==> src/rtl/core/rmf_pkg.sv <==
// Package for the running median filter.
// Holds field widths, reset values and the rank unit control struct.
// No dependencies.
package rmf_pkg;

  localparam int unsigned DATA_W         = 8;
  localparam int unsigned AGE_W          = 8;
  localparam int unsigned ENTRY_W        = AGE_W + DATA_W;
  localparam int unsigned CFG_W          = 4;
  localparam int unsigned MAX_WINDOW_DEF = 15;
  localparam logic [CFG_W-1:0] WINDOW_RESET = CFG_W'(1);

  typedef struct packed {
    logic load;
    logic clear;
    logic step;
  } rank_ctl_t;

endpackage

==> src/rtl/core/rmf_slot_mem.sv <==
// Slot store of the running median filter: {age, value} per slot.
// One write port, one registered read port, per-entry valid bits for reset.
// Depends on rmf_pkg.
module rmf_slot_mem import rmf_pkg::*; #(
  parameter int unsigned MAX_WINDOW = MAX_WINDOW_DEF,
  parameter int unsigned AW         = 4
) (
  input  logic               clk_i,
  input  logic               rst_ni,
  input  logic               re_i,
  input  logic [AW-1:0]      raddr_i,
  input  logic               we_i,
  input  logic [AW-1:0]      waddr_i,
  input  logic [ENTRY_W-1:0] wdata_i,
  output logic [ENTRY_W-1:0] rdata_o
);

  logic [ENTRY_W-1:0]    mem_q [MAX_WINDOW];
  logic [MAX_WINDOW-1:0] vld_q;
  logic [ENTRY_W-1:0]    rd_q;
  logic                  rd_vld_q;

  always_ff @(posedge clk_i) begin
    if (we_i) begin
      mem_q[waddr_i] <= wdata_i;
    end
    if (re_i) begin
      rd_q <= mem_q[raddr_i];
    end
  end

  always_ff @(posedge clk_i or negedge rst_ni) begin
    if (!rst_ni) begin
      vld_q    <= '0;
      rd_vld_q <= 1'b0;
    end else begin
      if (we_i) begin
        vld_q[waddr_i] <= 1'b1;
      end
      if (re_i) begin
        rd_vld_q <= vld_q[raddr_i];
      end
    end
  end

  assign rdata_o = rd_vld_q ? rd_q : '0;

endmodule

==> src/rtl/core/rmf_rank_sel.sv <==
// Rank selection unit of the running median filter.
// Keeps a copy of the window values, counts a stable rank per slot and
// returns the value whose rank equals the requested rank sel_i. Depends on rmf_pkg.
module rmf_rank_sel import rmf_pkg::*; #(
  parameter int unsigned MAX_WINDOW = MAX_WINDOW_DEF,
  parameter int unsigned AW         = 4,
  parameter int unsigned CW         = 4
) (
  input  logic              clk_i,
  input  rank_ctl_t         ctl_i,
  input  logic [AW-1:0]     idx_i,
  input  logic [DATA_W-1:0] val_i,
  input  logic [CW-1:0]     win_i,
  input  logic [CW-1:0]     sel_i,
  output logic [DATA_W-1:0] pick_o
);

  logic [DATA_W-1:0] c_q [MAX_WINDOW];
  logic [CW-1:0]     r_q [MAX_WINDOW];
  logic [DATA_W-1:0] cj;

  assign cj = c_q[idx_i];

  always_ff @(posedge clk_i) begin
    if (ctl_i.load) begin
      c_q[idx_i] <= val_i;
    end
    for (int i = 0; i < MAX_WINDOW; i++) begin
      if (ctl_i.clear) begin
        r_q[i] <= '0;
      end else if (ctl_i.step &&
                   ((cj < c_q[i]) || ((cj == c_q[i]) && (idx_i < AW'(i))))) begin
        r_q[i] <= r_q[i] + CW'(1);
      end
    end
  end

  always_comb begin
    pick_o = '0;
    for (int i = 0; i < MAX_WINDOW; i++) begin
      if ((CW'(i) < win_i) && (r_q[i] == sel_i)) begin
        pick_o = c_q[i];
      end
    end
  end

endmodule

==> src/rtl/core/running_median_filter.sv <==
// Top level of the running median filter.
// Depends on rmf_pkg, rmf_slot_mem and rmf_rank_sel.
//
// Usage:
//   Input channel: sample_i with in_valid_i / in_stall_o. A transaction
//   takes place at a clock edge with valid high and stall low.
//   Output channel: median_o with out_valid_o / out_stall_i, same rule.
//   Configuration: cfg_we_i writes cfg_wdata_i into the window size
//   register; write it only while no sample is in flight.
//   Each sample runs through these steps over the effective window
//   (1 .. MAX_WINDOW slots): one pass over the slot memory to age the
//   slots, copy their values into the rank unit and find the oldest, one
//   write of the new sample into the oldest slot, one pass over the window
//   to rank the values, and a select step. One sample is in work at a
//   time; a new sample is taken once the previous result sits in the
//   output register.
//   Reset clears the window size to 1 and all slots to value and age zero.
//   While the receiver stalls, the result is held; a finished sample waits
//   in the select cycle until the output register frees.
module running_median_filter import rmf_pkg::*; #(
  parameter int unsigned MAX_WINDOW = MAX_WINDOW_DEF
) (
  input  logic              clk_i,
  input  logic              rst_ni,
  input  logic              cfg_we_i,
  input  logic [CFG_W-1:0]  cfg_wdata_i,
  input  logic              in_valid_i,
  output logic              in_stall_o,
  input  logic [DATA_W-1:0] sample_i,
  output logic              out_valid_o,
  input  logic              out_stall_i,
  output logic [DATA_W-1:0] median_o
);

  localparam int unsigned AW = (MAX_WINDOW > 1) ? $clog2(MAX_WINDOW) : 1;
  localparam int unsigned CW = $clog2(MAX_WINDOW + 1);
  localparam int unsigned WW = (CW > CFG_W) ? CW : CFG_W;

  localparam logic [2:0] S_IDLE = 3'd0;
  localparam logic [2:0] S_SCAN = 3'd1;
  localparam logic [2:0] S_VICT = 3'd2;
  localparam logic [2:0] S_RANK = 3'd3;
  localparam logic [2:0] S_PICK = 3'd4;

  logic [CFG_W-1:0]  win_size_q;
  logic [2:0]        state_q, state_d;
  logic [CW-1:0]     cnt_q, cnt_d;
  logic [CW-1:0]     cnt_inc;
  logic [AGE_W-1:0]  top_q, top_d;
  logic [AW-1:0]     vict_q, vict_d;
  logic [DATA_W-1:0] sample_q, sample_d;
  logic [DATA_W-1:0] med_q, med_d;
  logic              ovld_q, ovld_d;

  logic [WW-1:0]     ws_ext;
  logic [WW-1:0]     max_ext;
  logic [WW-1:0]     win_ext;
  logic [CW-1:0]     win;
  logic [CW-1:0]     last;
  logic [CW-1:0]     sel;

  logic              mem_re;
  logic [AW-1:0]     mem_raddr;
  logic              mem_we;
  logic [AW-1:0]     mem_waddr;
  logic [ENTRY_W-1:0] mem_wdata;
  logic [ENTRY_W-1:0] mem_rdata;
  logic [AGE_W-1:0]  rd_age;
  logic [DATA_W-1:0] rd_val;
  logic [AGE_W-1:0]  age_inc;

  rank_ctl_t         rctl;
  logic [AW-1:0]     r_idx;
  logic [DATA_W-1:0] r_val;
  logic [DATA_W-1:0] pick;

  assign ws_ext  = WW'(win_size_q);
  assign max_ext = WW'(MAX_WINDOW);
  assign win_ext = (ws_ext == '0) ? WW'(1) : ((ws_ext > max_ext) ? max_ext : ws_ext);
  assign win     = CW'(win_ext);
  assign last    = win - CW'(1);
  assign sel     = win >> 1;
  assign cnt_inc = cnt_q + CW'(1);

  assign rd_age  = mem_rdata[ENTRY_W-1:DATA_W];
  assign rd_val  = mem_rdata[DATA_W-1:0];
  assign age_inc = rd_age + AGE_W'(1);

  always_comb begin
    state_d   = state_q;
    cnt_d     = cnt_q;
    top_d     = top_q;
    vict_d    = vict_q;
    sample_d  = sample_q;
    med_d     = med_q;
    ovld_d    = ovld_q & out_stall_i;
    mem_re    = 1'b0;
    mem_raddr = cnt_q[AW-1:0];
    mem_we    = 1'b0;
    mem_waddr = cnt_q[AW-1:0];
    mem_wdata = {age_inc, rd_val};
    rctl      = '0;
    r_idx     = cnt_q[AW-1:0];
    r_val     = rd_val;
    case (state_q)
      S_IDLE: begin
        if (in_valid_i) begin
          sample_d  = sample_i;
          cnt_d     = '0;
          top_d     = '0;
          vict_d    = '0;
          mem_re    = 1'b1;
          mem_raddr = '0;
          state_d   = S_SCAN;
        end
      end
      S_SCAN: begin
        mem_we    = 1'b1;
        rctl.load = 1'b1;
        if (age_inc > top_q) begin
          top_d  = age_inc;
          vict_d = cnt_q[AW-1:0];
        end
        if (cnt_q == last) begin
          state_d = S_VICT;
        end else begin
          cnt_d     = cnt_inc;
          mem_re    = 1'b1;
          mem_raddr = cnt_inc[AW-1:0];
        end
      end
      S_VICT: begin
        mem_we     = 1'b1;
        mem_waddr  = vict_q;
        mem_wdata  = {AGE_W'(0), sample_q};
        rctl.load  = 1'b1;
        rctl.clear = 1'b1;
        r_idx      = vict_q;
        r_val      = sample_q;
        cnt_d      = '0;
        state_d    = S_RANK;
      end
      S_RANK: begin
        rctl.step = 1'b1;
        if (cnt_q == last) begin
          state_d = S_PICK;
        end else begin
          cnt_d = cnt_inc;
        end
      end
      S_PICK: begin
        if (!(ovld_q && out_stall_i)) begin
          med_d   = pick;
          ovld_d  = 1'b1;
          state_d = S_IDLE;
        end
      end
      default: begin
        state_d = S_IDLE;
      end
    endcase
  end

  always_ff @(posedge clk_i or negedge rst_ni) begin
    if (!rst_ni) begin
      win_size_q <= WINDOW_RESET;
      state_q    <= S_IDLE;
      ovld_q     <= 1'b0;
    end else begin
      if (cfg_we_i) begin
        win_size_q <= cfg_wdata_i;
      end
      state_q <= state_d;
      ovld_q  <= ovld_d;
    end
  end

  always_ff @(posedge clk_i) begin
    cnt_q    <= cnt_d;
    top_q    <= top_d;
    vict_q   <= vict_d;
    sample_q <= sample_d;
    med_q    <= med_d;
  end

  rmf_slot_mem #(
    .MAX_WINDOW(MAX_WINDOW),
    .AW        (AW)
  ) u_mem (
    .clk_i  (clk_i),
    .rst_ni (rst_ni),
    .re_i   (mem_re),
    .raddr_i(mem_raddr),
    .we_i   (mem_we),
    .waddr_i(mem_waddr),
    .wdata_i(mem_wdata),
    .rdata_o(mem_rdata)
  );

  rmf_rank_sel #(
    .MAX_WINDOW(MAX_WINDOW),
    .AW        (AW),
    .CW        (CW)
  ) u_rank (
    .clk_i (clk_i),
    .ctl_i (rctl),
    .idx_i (r_idx),
    .val_i (r_val),
    .win_i (win),
    .sel_i (sel),
    .pick_o(pick)
  );

  assign in_stall_o  = (state_q != S_IDLE);
  assign out_valid_o = ovld_q;
  assign median_o    = med_q;

endmodule
==> config.mk <==
export PLATFORM = sky130hd
export DESIGN_NAME = running_median_filter
export DESIGN_NICKNAME = d
export VERILOG_FILES = /design/src/rtl/core/rmf_pkg.sv /design/src/rtl/core/rmf_slot_mem.sv /design/src/rtl/core/rmf_rank_sel.sv /design/src/rtl/core/running_median_filter.sv
export SDC_FILE = /design/constraint.sdc
export NUM_CORES = 1
export LEC_CHECK = 0
export ABC_CLOCK_PERIOD_IN_PS = 10810
export BUFFER_PORTS_ARGS = -buffer_cell sky130_fd_sc_hd__buf_2
export CORE_AREA = 4 4 193 241
export CTS_CLUSTER_DIAMETER = 150
export DETAILED_ROUTE_END_ITERATION = 16
export DIE_AREA = 0 0 197 245
export GPL_TIMING_DRIVEN = 0
export HOLD_SLACK_MARGIN = 0.03
export SYNTH_ARGS = -nofsm -noshare
export SYNTH_HDL_FRONTEND = slang
export SYNTH_SLANG_ARGS = --single-unit
==> constraint.sdc <==
create_clock -name clk_i -period 10.81 [get_ports clk_i]
set_input_delay 1.6215 -clock clk_i [delete_from_list [all_inputs] [get_ports clk_i]]
set_output_delay 1.6215 -clock clk_i [all_outputs]
set_load 0.005 [all_outputs]
==> results.cfg <==
[timing]
tightestPinTransition_ns = 1.34
fin_crit_ns = 6.81
fmax_mhz = 147
setup_tns_ns = 0
min_period_over_period_pct = 63.0
grt_setup_unrepaired = false
hold_viol_final = 0
clock_skew_ns = 0.0132
finalSetupViolCount = 0
max-slew-margin-rel_pct = 10.3
drv_slew = 0

[final_layout]
layout-drive-gt1-share_pct = 11.6
register_area_um2 = 11300
final_nets = 2313
final_cell_mix = edfxtp_1, nand2_1, nor2_1, ha_1, inv_1
multi_input_area_um2 = 9660
areaGrowthSynthToFinish_pct = 12.0
n_fill_cell = 3839
final_common_cell = edfxtp_1

[clocking]
clockBufferDepth = 3
cts.clk_slew.worst_paths_ns = 0.06
post_cts_resized = 0
cts_tree = done
cts-htree-levels = 2
cts_buffers = 40
postCtsSetupBuffers = 0
clk_latency_ns = 0.58
clock-sinks = 380
cts_hold_buf = 0
cts-root-buf = clkbuf_16

[placement]
portBuffers = 26
gp_congestion = 1.01
hpwlAfterDp_mm = 60.5

[critical_path]
cp.required_ns = 11.02
crit_path_end_kind = flop
cp_max_fo = 11
path_class = reg -> reg
arrival_ns = 7.01
start_kind = flop

[route]
via_count = 17300
wl_met2_mm = 37.8
vias_per_cell = 6.29
drc_errors = 0
wl_met1_mm = 31.0
drt_iter0_markers = 1667
dr.pass1.iters = 6
wl_met3_mm = 5.24
routed_wirelength_mm = 79.5
wl_per_cell_um = 28.8
drt.antenna.violating_nets = 0
dr.max_layer_used = met4

[yosys]
synth_warnings = 0
synth_top_area_share_pct = 48.8
seq_area_frac_synth_pct = 51.6
yosysTopAreaCell = edfxtp_1
synthTopCellsByArea = edfxtp_1, ha_1, nand2_1
synth_edf_count = 356
syn_area_um2 = 21900
syn_avg_cell_area_um2 = 10.6
synth-seq-cells = 380
syn_nets = 2222
async_reset_ff_share_pct = 6.32
synth_ff_type = edfxtp_1
syn_inst = 2059
ys_types = 80

[job]
maxCapViolCount = 0

[floorplan]
coreArea_um2 = 44100
die_w_um = 197
io_pins = 27
rows = 86
die_h_um = 245
start_util_pct = 49.6
die_area_um2 = 48300

[status]
outcome = completed

[min_path]
hold_path_class = reg -> reg

[grt]
grt_overflow = 0
antenna_found_initial = 1
grt_max_degree = 25
grt_use_total_pct = 32.5
grt_pass1_vias = 17000
grt_pass1_wl_mm = 114
## registers in the layout, indices dropped and copies added, names as in the netlist
register,flops
u_mem.mem_q,240
out_valid_o,1
u_mem.rd_q,16
cnt_q,4
vict_q,4
u_rank.r_q,60
state_q,3
u_mem.rd_vld_q,1
top_q,8
median_o,8
u_rank.c_q,8
sample_q,8
u_mem.vld_q,15
win_size_q,4
## layout make-up
| cell class | count | area share, % |
|---|---|---|
| sequential | 380 | 46.0 |
| multi-input combinational | 1436 | 39.4 |
| clock buffer | 56 | 4.54 |
| tap | 572 | 2.92 |
| buffer | 108 | 2.30 |
| inverter | 135 | 2.07 |
| timing repair buffer | 49 | 1.97 |
| clock inverter | 18 | 0.765 |
| antenna | 1 | 0.0102 |
## critical path: stages (launching register included)
cell	delay, ns
dfrtp_1	0.36
buf_2	0.18
nor3b_4	0.40
buf_4	0.32
mux2i_1	0.70
buf_2	0.39
buf_1	0.52
nand2_1	0.11
a311oi_1	0.30
a21oi_1	0.13
a21oi_2	0.53
buf_8	0.26
ha_1	0.26
nor2b_1	0.13
o21a_1	0.16
o21a_1	0.16
o21a_1	0.16
o21a_1	0.16
o21a_1	0.16
o21a_1	0.17
o32a_1	0.30
o21ai_0	0.53
## through the flow
step,setup WS (ns),hold slack [ns],cells,util (%),instance area (um2)
6_report,4.00,0.462,2755,55.6,24500
5_1_grt,3.80,0.475,2754,55.6,24500
4_1_cts,4.04,0.463,2754,55.6,24500
3_5_place_dp,4.09,0.447,2680,52.6,23200
3_3_place_gp,2.78,0.446,2657,51.5,22700
2_1_floorplan,5.37,0.430,2059,-,21900
## cells by family after synthesis
kind of cell,after synthesis,synth area share [%]
buffers and inverters,243,4.89
muxes,41,2.11
AOI/OAI and AO/OA,479,15.4
and+or+nand+nor,712,15.2
DFF,380,51.6
adders and majority gates,146,8.34
xor gates and xnor gates,58,2.42
## synth_stat cells, types with 9 or more instances
| cell | number |
|---|---|
| edfxtp_1 | 356 |
| nand2_1 | 291 |
| nor2_1 | 164 |
| ha_1 | 146 |
| inv_1 | 135 |
| a211oi_1 | 86 |
| a21oi_1 | 78 |
| o21a_1 | 67 |
| a31oi_1 | 54 |
| o21ai_0 | 46 |
| nor3_1 | 45 |
| buf_2 | 43 |
| a311oi_1 | 38 |
| clkbuf_1 | 38 |
| nand3_1 | 37 |
| nand4_1 | 31 |
| xor2_1 | 31 |
| mux2i_1 | 30 |
| xnor2_1 | 25 |
| dfrtp_1 | 23 |
| and2_1 | 22 |
| nor2b_1 | 21 |
| and3_1 | 19 |
| or2_2 | 19 |
| o211ai_1 | 16 |
| and2_0 | 14 |
| buf_4 | 12 |
| o22ai_1 | 11 |
| a22oi_1 | 10 |
| nor3b_1 | 10 |
| a311o_1 | 9 |
## worst paths after layout
check	startpoint	endpoint	slack [ns]	cells past startpoint
max in group asynchronous	rst_ni	u_mem.vld_q[12]	9.26	1
min in group asynchronous	rst_ni	win_size_q[3]	1.08	1
max	state_q[2]	u_rank.r_q[10][3]	4.00	21
min reg2reg	u_mem.vld_q[10]	u_mem.vld_q[10]	0.46	1
min	u_mem.vld_q[10]	u_mem.vld_q[10]	0.46	1
max reg2reg	state_q[2]	u_rank.r_q[10][3]	4.00	21
## routing by layer
metal	track usage, %	vias to the layer above
met5	0	-
met4	18.3	0
met3	4.01	221
met2	53.8	783
met1	41.5	8505
li1	-	7823
Power is left out: the tool's default activity adds up to more than one toggle a clock period on the data nets, which glitch-free logic cannot reach.
